`config.mk`:
```
export PLATFORM = sky130hd
export DESIGN_NAME = modbus_tcp_read_holding_responder
export DESIGN_NICKNAME = d
export VERILOG_FILES = /design/src/hw/rtl/mtr_pkg.sv /design/src/hw/rtl/mtr_table_store.sv /design/src/hw/rtl/mtr_parser.sv /design/src/hw/rtl/mtr_sequencer.sv /design/src/hw/rtl/modbus_tcp_read_holding_responder.sv
export SDC_FILE = /design/constraint.sdc
export NUM_CORES = 2
export LEC_CHECK = 0
export ABC_AREA = 0
export ABC_CLOCK_PERIOD_IN_PS = 7600
export BUFFER_PORTS_ARGS = -buffer_cell sky130_fd_sc_hd__buf_2
export CAP_MARGIN = 20
export CELL_PAD_IN_SITES_DETAIL_PLACEMENT = 0
export CELL_PAD_IN_SITES_GLOBAL_PLACEMENT = 1
export CORE_MARGIN = 2
export CORE_UTILIZATION = 45
export CTS_BUF_LIST = sky130_fd_sc_hd__clkbuf_8 sky130_fd_sc_hd__clkbuf_16
export DETAILED_ROUTE_END_ITERATION = 10
export PLACE_DENSITY = 0.76
export SKIP_LAST_GASP = 1
export SYNTH_ARGS = -nofsm -noshare
export SYNTH_HDL_FRONTEND = slang
export SYNTH_SLANG_ARGS = --single-unit
```
`constraint.sdc`:
```
create_clock -name clk -period 7.6 [get_ports clk]
set_input_delay 1.52 -clock clk [delete_from_list [all_inputs] [get_ports clk]]
set_output_delay 1.52 -clock clk [all_outputs]
set_load 0.01 [all_outputs]
```
`src/hw/rtl/mtr_pkg.sv`:
```
// Shared constants and types for the Modbus TCP read-holding responder.
// Used by every module of the block; depends on nothing.
package mtr_pkg;

  localparam int TABLE_DEPTH  = 128;
  localparam int MAX_QUANTITY = 123;

  // Table address and sweep counter widths follow from the depth.
  localparam int TBL_AW = (TABLE_DEPTH > 1) ? $clog2(TABLE_DEPTH) : 1;
  localparam int TBL_CW = $clog2(TABLE_DEPTH + 1);

  localparam logic [7:0] FUNC_READ_HOLDING = 8'h03;
  localparam logic [3:0] REQ_BYTES         = 4'd12;
  localparam logic [7:0] MBAP_BASE         = 8'd3;

  // Byte offsets inside the request header.
  localparam logic [3:0] POS_TID_HI  = 4'd0;
  localparam logic [3:0] POS_TID_LO  = 4'd1;
  localparam logic [3:0] POS_UNIT    = 4'd6;
  localparam logic [3:0] POS_FUNC    = 4'd7;
  localparam logic [3:0] POS_ADDR_HI = 4'd8;
  localparam logic [3:0] POS_ADDR_LO = 4'd9;
  localparam logic [3:0] POS_QTY_HI  = 4'd10;
  localparam logic [3:0] POS_QTY_LO  = 4'd11;

  // Result kinds carried on tuser.
  localparam logic [1:0] KIND_HEADER = 2'd0;
  localparam logic [1:0] KIND_DATA   = 2'd1;
  localparam logic [1:0] KIND_REJECT = 2'd2;

  localparam int OUT_TDATA_W = 88;

  typedef struct packed {
    logic        go;
    logic [15:0] trans_id;
    logic [7:0]  unit_id;
    logic [7:0]  func_code;
    logic [15:0] start_addr;
    logic [15:0] quantity;
  } req_t;

endpackage

```
`src/hw/rtl/mtr_table_store.sv`:
```
// Register table memory with two registered read ports and its fill sweep.
// Depends on mtr_pkg for the depth and address widths.
module mtr_table_store
  import mtr_pkg::*;
(
  input  logic              clk,
  input  logic              rst,
  input  logic [TBL_AW-1:0] rd_addr_a,
  input  logic [TBL_AW-1:0] rd_addr_b,
  output logic [15:0]       rd_data_a,
  output logic [15:0]       rd_data_b,
  output logic              init_done
);

  logic [15:0]       mem [TABLE_DEPTH];
  logic [TBL_CW-1:0] fill_cnt;

  assign init_done = (fill_cnt == TBL_CW'(TABLE_DEPTH));

  // Sweep after reset: entry i gets i + 1.
  always_ff @(posedge clk) begin
    if (rst) begin
      fill_cnt <= '0;
    end else if (!init_done) begin
      fill_cnt <= fill_cnt + TBL_CW'(1);
    end
  end

  always_ff @(posedge clk) begin
    if (!init_done) begin
      mem[fill_cnt[TBL_AW-1:0]] <= 16'(fill_cnt) + 16'd1;
    end
  end

  always_ff @(posedge clk) begin
    rd_data_a <= mem[rd_addr_a];
    rd_data_b <= mem[rd_addr_b];
  end

endmodule

```
`src/hw/rtl/mtr_parser.sv`:
```
// Request header capture: tracks the byte position and holds the request fields.
// Depends on mtr_pkg for offsets and the request struct.
module mtr_parser
  import mtr_pkg::*;
(
  input  logic       clk,
  input  logic       rst,
  input  logic       byte_acc,
  input  logic [7:0] rx_byte,
  input  logic       frame_end,
  output req_t       req
);

  logic [3:0] byte_pos;

  always_ff @(posedge clk) begin
    if (rst) begin
      byte_pos       <= '0;
      req.go         <= 1'b0;
      req.trans_id   <= '0;
      req.unit_id    <= '0;
      req.func_code  <= '0;
      req.start_addr <= '0;
      req.quantity   <= '0;
    end else begin
      // Full header seen once this byte brings the count to twelve.
      req.go <= byte_acc && frame_end && (byte_pos >= REQ_BYTES - 4'd1);
      if (byte_acc) begin
        unique case (byte_pos)
          POS_TID_HI:  req.trans_id[15:8]   <= rx_byte;
          POS_TID_LO:  req.trans_id[7:0]    <= rx_byte;
          POS_UNIT:    req.unit_id          <= rx_byte;
          POS_FUNC:    req.func_code        <= rx_byte;
          POS_ADDR_HI: req.start_addr[15:8] <= rx_byte;
          POS_ADDR_LO: req.start_addr[7:0]  <= rx_byte;
          POS_QTY_HI:  req.quantity[15:8]   <= rx_byte;
          POS_QTY_LO:  req.quantity[7:0]    <= rx_byte;
          default: ;
        endcase
        if (frame_end) begin
          byte_pos <= '0;
        end else if (byte_pos < REQ_BYTES) begin
          byte_pos <= byte_pos + 4'd1;
        end
      end
    end
  end

endmodule

```
`src/hw/rtl/mtr_sequencer.sv`:
```
// Response sequencer: checks the request, walks the table and drives the result register.
// Depends on mtr_pkg; reads the table through mtr_table_store's ports.
module mtr_sequencer
  import mtr_pkg::*;
(
  input  logic                   clk,
  input  logic                   rst,
  input  req_t                   req,
  output logic [TBL_AW-1:0]      rd_addr_a,
  output logic [TBL_AW-1:0]      rd_addr_b,
  input  logic [15:0]            rd_data_a,
  input  logic [15:0]            rd_data_b,
  output logic                   busy,
  output logic                   m_axis_tvalid,
  input  logic                   m_axis_tready,
  // trans_id, unit_id, func_code, data_bytes, mbap_length, first_word,
  // second_word, words_valid, zero pad (lowest bit first)
  output logic [OUT_TDATA_W-1:0] m_axis_tdata,
  output logic                   m_axis_tlast,
  // out_kind
  output logic [1:0]             m_axis_tuser
);

  typedef enum logic [1:0] {S_IDLE, S_OUT, S_LOAD} state_t;

  state_t      state;
  logic [7:0]  idx;
  logic [7:0]  remaining;
  logic [7:0]  dbytes;
  logic [7:0]  mlen;
  logic        bad_range;
  logic [16:0] end_addr;

  assign end_addr  = {1'b0, req.start_addr} + {1'b0, req.quantity};
  assign bad_range = (req.quantity > 16'(MAX_QUANTITY)) || (end_addr > 17'(TABLE_DEPTH));
  assign dbytes    = {req.quantity[6:0], 1'b0};
  assign mlen      = dbytes + MBAP_BASE;
  assign remaining = req.quantity[7:0] - idx;
  assign rd_addr_a = TBL_AW'(req.start_addr) + TBL_AW'(idx);
  assign rd_addr_b = rd_addr_a + TBL_AW'(1);
  assign busy      = (state != S_IDLE);

  always_ff @(posedge clk) begin
    if (rst) begin
      state         <= S_IDLE;
      idx           <= '0;
      m_axis_tvalid <= 1'b0;
      m_axis_tlast  <= 1'b0;
      m_axis_tuser  <= KIND_HEADER;
    end else begin
      unique case (state)
        S_IDLE: begin
          idx <= '0;
          if (req.go && req.func_code == FUNC_READ_HOLDING) begin
            m_axis_tvalid <= 1'b1;
            m_axis_tlast  <= bad_range || (req.quantity == 16'd0);
            m_axis_tuser  <= bad_range ? KIND_REJECT : KIND_HEADER;
            m_axis_tdata  <= {6'd0, 2'd0, 16'd0, 16'd0,
                              bad_range ? MBAP_BASE : mlen,
                              bad_range ? 8'd0 : dbytes,
                              req.func_code, req.unit_id, req.trans_id};
            state         <= S_OUT;
          end
        end
        S_OUT: begin
          // Table words for the current index are read during this cycle.
          if (m_axis_tready) begin
            m_axis_tvalid <= 1'b0;
            state         <= m_axis_tlast ? S_IDLE : S_LOAD;
          end
        end
        S_LOAD: begin
          m_axis_tvalid <= 1'b1;
          m_axis_tlast  <= (remaining <= 8'd2);
          m_axis_tuser  <= KIND_DATA;
          m_axis_tdata  <= {6'd0,
                            (remaining >= 8'd2) ? 2'd2 : 2'd1,
                            (remaining >= 8'd2) ? rd_data_b : 16'd0,
                            rd_data_a, mlen, dbytes,
                            req.func_code, req.unit_id, req.trans_id};
          idx           <= idx + 8'd2;
          state         <= S_OUT;
        end
        default: state <= S_IDLE;
      endcase
    end
  end

endmodule

```
`src/hw/rtl/modbus_tcp_read_holding_responder.sv`:
```
// Modbus TCP read-holding-registers responder, top level.
// Request bytes are taken one per cycle while s_axis_tready is high; after the last byte's
// transaction the header result passes the parser's req.go register and then the
// sequencer's output register, and each data result is built in S_LOAD once the previous
// one is taken. The input stalls for the whole response.
// Reset (rst, synchronous): clears control, then a fill pass writes all TABLE_DEPTH
// (128) table entries in turn; no input is taken until it ends.
module modbus_tcp_read_holding_responder
  import mtr_pkg::*;
(
  input  logic                   clk,
  input  logic                   rst,
  input  logic                   s_axis_tvalid,
  output logic                   s_axis_tready,
  input  logic [7:0]             s_axis_tdata,   // rx_byte
  input  logic                   s_axis_tlast,   // frame_end
  output logic                   m_axis_tvalid,
  input  logic                   m_axis_tready,
  // trans_id, unit_id, func_code, data_bytes, mbap_length, first_word,
  // second_word, words_valid, zero pad (lowest bit first)
  output logic [OUT_TDATA_W-1:0] m_axis_tdata,
  output logic                   m_axis_tlast,   // last_of_run
  output logic [1:0]             m_axis_tuser    // out_kind
);

  req_t              req;
  logic              init_done;
  logic              busy;
  logic [TBL_AW-1:0] rd_addr_a;
  logic [TBL_AW-1:0] rd_addr_b;
  logic [15:0]       rd_data_a;
  logic [15:0]       rd_data_b;
  logic              byte_acc;

  // Hold input while the table fills, a request is pending or a response runs.
  assign s_axis_tready = init_done && !busy && !req.go;
  assign byte_acc      = s_axis_tvalid && s_axis_tready;

  mtr_parser u_parser (
    .clk       (clk),
    .rst       (rst),
    .byte_acc  (byte_acc),
    .rx_byte   (s_axis_tdata),
    .frame_end (s_axis_tlast),
    .req       (req)
  );

  mtr_table_store u_table (
    .clk       (clk),
    .rst       (rst),
    .rd_addr_a (rd_addr_a),
    .rd_addr_b (rd_addr_b),
    .rd_data_a (rd_data_a),
    .rd_data_b (rd_data_b),
    .init_done (init_done)
  );

  mtr_sequencer u_seq (
    .clk           (clk),
    .rst           (rst),
    .req           (req),
    .rd_addr_a     (rd_addr_a),
    .rd_addr_b     (rd_addr_b),
    .rd_data_a     (rd_data_a),
    .rd_data_b     (rd_data_b),
    .busy          (busy),
    .m_axis_tvalid (m_axis_tvalid),
    .m_axis_tready (m_axis_tready),
    .m_axis_tdata  (m_axis_tdata),
    .m_axis_tlast  (m_axis_tlast),
    .m_axis_tuser  (m_axis_tuser)
  );

endmodule

```
==> flow_metrics.py <==
metrics = {
    "status": {
        "status": "finished clean",
    },
    "detailed_routing": {
        "wl_mm": 165,
        "drcViolationCount": 0,
        "wire_per_inst_um": 30.5,
        "drtIter0Drc": 4026,
        "routed_via_density": 6.33,
        "ant_nets": 0,
        "dr.pass1.iters": 6,
        "dr_total_vias": 34266,
    },
    "cts": {
        "ctsHoldBuffers": 0,
        "clk_path_buf_depth": 3,
        "cts.repair.resized": 0,
        "clock_latency_ps": 780,
        "clkTransAtPathRegs_ps": 60,
        "numCtsBuffers": 138,
        "cts_htree_levels": 4,
        "clockRootBuffer": "clkbuf_16",
        "cts_tree": "built",
        "clkSinkCount": 1326,
        "postCtsSetupBuffers": 0,
    },
    "place": {
        "portBuffers": 83,
        "dpl-instance-area_um2": 64900,
        "hpwl_mm": 105,
        "numPlacedInstances": 5138,
        "gp_congestion": 0.894,
    },
    "timing": {
        "setup_violations": 0,
        "maxSlewHeadroom": 0.235,
        "fin_crit_sh": 0.610,
        "fmax_ghz": 0.216,
        "drv_slew": 0,
        "finalSetupTns_ps": 0,
        "final.setup_skew_ps": 30.3,
        "rsz0062_at_grt": "no",
        "hold_viol_final": 0,
        "holdWs_ps": 429,
        "worstMarginPinSlew_ps": 1140,
        "min_period_ps": 4630,
    },
    "setup_path": {
        "crit_type": "flip-flop to primary output",
        "crit_path_start": "u_table.fill_cnt[0]",
        "cp.arrival_ps": 3110,
        "r2r_setup_slack_ps": 2970,
        "r2r-start": "u_parser.req[16]",
        "critPathSlowestCell": "nor3_2",
        "r2r_end": "u_table.rd_data_a[1]",
        "cp_max_fo": 44,
        "startpoint_type": "flip-flop",
        "worstPathRequired_ps": 6080,
        "critPathCaptureType": "primary output",
        "critical_path.cell_chain": "inv_4 > ha_4 > nand2_1 > nor3_2 > and2_1 > buf_2",
        "max_stage_delay_ps": 750,
        "reg2reg_depth": 7,
        "setup.worst_path.end": "s_axis_tready",
    },
    "global_route": {
        "grt_overflow": 0,
        "grt_pass1_wl_mm": 239,
        "grt.total_usage": 0.236,
        "grt_max_degree": 144,
        "antenna_found_initial": 7,
        "grt_pass1_vias": 34006,
    },
    "logic_synthesis": {
        "synth_edf_count": 1218,
        "postSynth.asyncResetShare": 0,
        "synth_common_cells": "edfxtp_1, mux4_2, nor2_1",
        "synth_area_um2": 62000,
        "synth.avg_cell_area_um2": 18.3,
        "synth.area.top_cells": "edfxtp_1, mux4_2, dfxtp_1",
        "syn_inst": 3381,
        "synth_warnings": 0,
        "yosysUniqueCellTypes": 82,
        "yosysMostFrequentCell": "edfxtp_1",
        "synth_flop_cell": "edfxtp_1",
        "yosys.area.top_type_share": 0.590,
        "yosys.area.top_type": "edfxtp_1",
        "ys_seq_area_frac": 0.625,
        "ys_seq_elements": 1326,
    },
    "floorplan": {
        "dieWidth_um": 375,
        "die_y_um": 375,
        "initial_core_util": 0.452,
        "die-area_um2": 141000,
        "num_rows": 136,
        "core_region_area_um2": 137000,
        "io-pin-count": 106,
    },
    "job": {
        "cap_violations": 0,
    },
    "cells_and_area": {
        "fin_cells": 5410,
        "fin_nets": 3542,
        "final_layout_size_suffix_gt1_frac": 0.319,
        "design_area_um2": 69500,
        "synthToLayoutAreaGrowth_pct": 12.0,
        "nFillCells": 10905,
        "fin_util": 0.506,
    },
    "power": {
        "p_leak_nw": 20.3,
        "p_per_area_nw_per_um2": 214,
        "ir_worst_vdd_mv": 0.243,
    },
    "worst_hold_path": {
        "min_path_type": "flip-flop to flip-flop",
    },
}
-- area by class of cell --
cell class | instances | area [um^2] | area share
multi-input cells | 1789 | 22300 | 0.320
well taps | 1794 | 2240 | 0.0323
flip-flops and latches | 1326 | 38700 | 0.558
repair buffers | 215 | 1660 | 0.0239
inverters | 20 | 77.6 | 0.00112
diodes | 20 | 50.0 | 0.000721
clock inverters | 93 | 682 | 0.00982
clock buffers | 153 | 3740 | 0.0538
-- critical path, delay by kind of cell (launching register included) --
| kind | cells | cell delay, ps |
|---|---|---|
| adders and majority gates | 1 | 190 |
| buffers and inverters | 2 | 560 |
| DFF | 1 | 450 |
| and+or+nand+nor | 3 | 1140 |
-- worst min path at each step --
stage | startpoint | to | slack (ps) | cells past startpoint
global placement | u_parser.req[44] | u_seq.m_axis_tdata[20] | 410 | 0
finish | u_parser.req[62] | u_seq.m_axis_tdata[14] | 430 | 0
detailed placement | u_parser.req[62] | u_seq.m_axis_tdata[14] | 420 | 0
global route | u_parser.req[47] | u_seq.m_axis_tdata[23] | 440 | 0
CTS | u_parser.req[60] | u_seq.m_axis_tdata[12] | 430 | 0
floorplan | u_parser.req[48] | u_seq.m_axis_tdata[0] | 410 | 0
-- metrics by stage --
step                power [mW]  worst slack, ps
detailed placement        8.39             2960
finish                    14.9             2970
global route              15.2             2590
CTS                       14.9             2940
floorplan                 8.26             1860
global placement          8.38             3000
-- placed cells by master (no fill, tap or decap), types with 13 or more instances in the layout --
| cell type | instances |
|---|---|
| edfxtp_1 | 1218 |
| mux4_2 | 649 |
| nor2_1 | 201 |
| nand2_1 | 157 |
| clkbuf_16 | 145 |
| mux2i_1 | 137 |
| buf_4 | 108 |
| dfxtp_1 | 107 |
| a21oi_1 | 90 |
| buf_2 | 83 |
| nand3_1 | 62 |
| o21ai_0 | 53 |
| inv_1 | 46 |
| mux2_2 | 45 |
| nor2b_1 | 44 |
| a211oi_1 | 43 |
| o211ai_1 | 41 |
| ha_1 | 34 |
| and2_1 | 26 |
| clkinv_1 | 24 |
| conb_1 | 23 |
| diode_2 | 20 |
| clkinv_2 | 19 |
| xnor2_1 | 15 |
| xor2_1 | 13 |
| buf_12 | 13 |
-- cell families (layout without fill, tap and decap cells) --
group	after synthesis	in the layout	share of synthesized area
other	2	43	0.000121
DFF	1326	1326	0.625
muxes	831	831	0.266
buffers and inverters	287	481	0.0213
xor gates and xnor gates	42	42	0.00672
AOI/OAI and AO/OA	286	286	0.0297
adders and majority gates	39	39	0.00811
and+or+nand+nor	568	568	0.0431
-- flip-flops by register name (all words and copies together) (netlist names), 4 cells and up --
signal / cells
u_parser.byte_pos: 4
u_parser.req: 65
u_seq.idx: 7
u_seq.m_axis_tdata: 66
u_table.fill_cnt: 8
u_table.mem: 1152
u_table.rd_data_a: 9
u_table.rd_data_b: 9
-- where the power goes --
part           total, mW  leakage [nW]  internal [mW]  switching (mW)
Combinational      0.242          6.91         0.0565           0.185
Clock               6.63          2.28           3.80            2.83
Sequential          8.00          11.2           7.96          0.0384
Total               14.9          20.3           11.8            3.05
-- layer usage --
layer,up-vias,share of wire,GRT usage
li1,14246,-,-
met1,18050,0.38,0.311
met2,1686,0.49,0.380
met3,282,0.084,0.0468
met4,2,0.046,0.109
met5,-,0.000048,0
No activity file was read; power rests on OpenSTA's default activity.
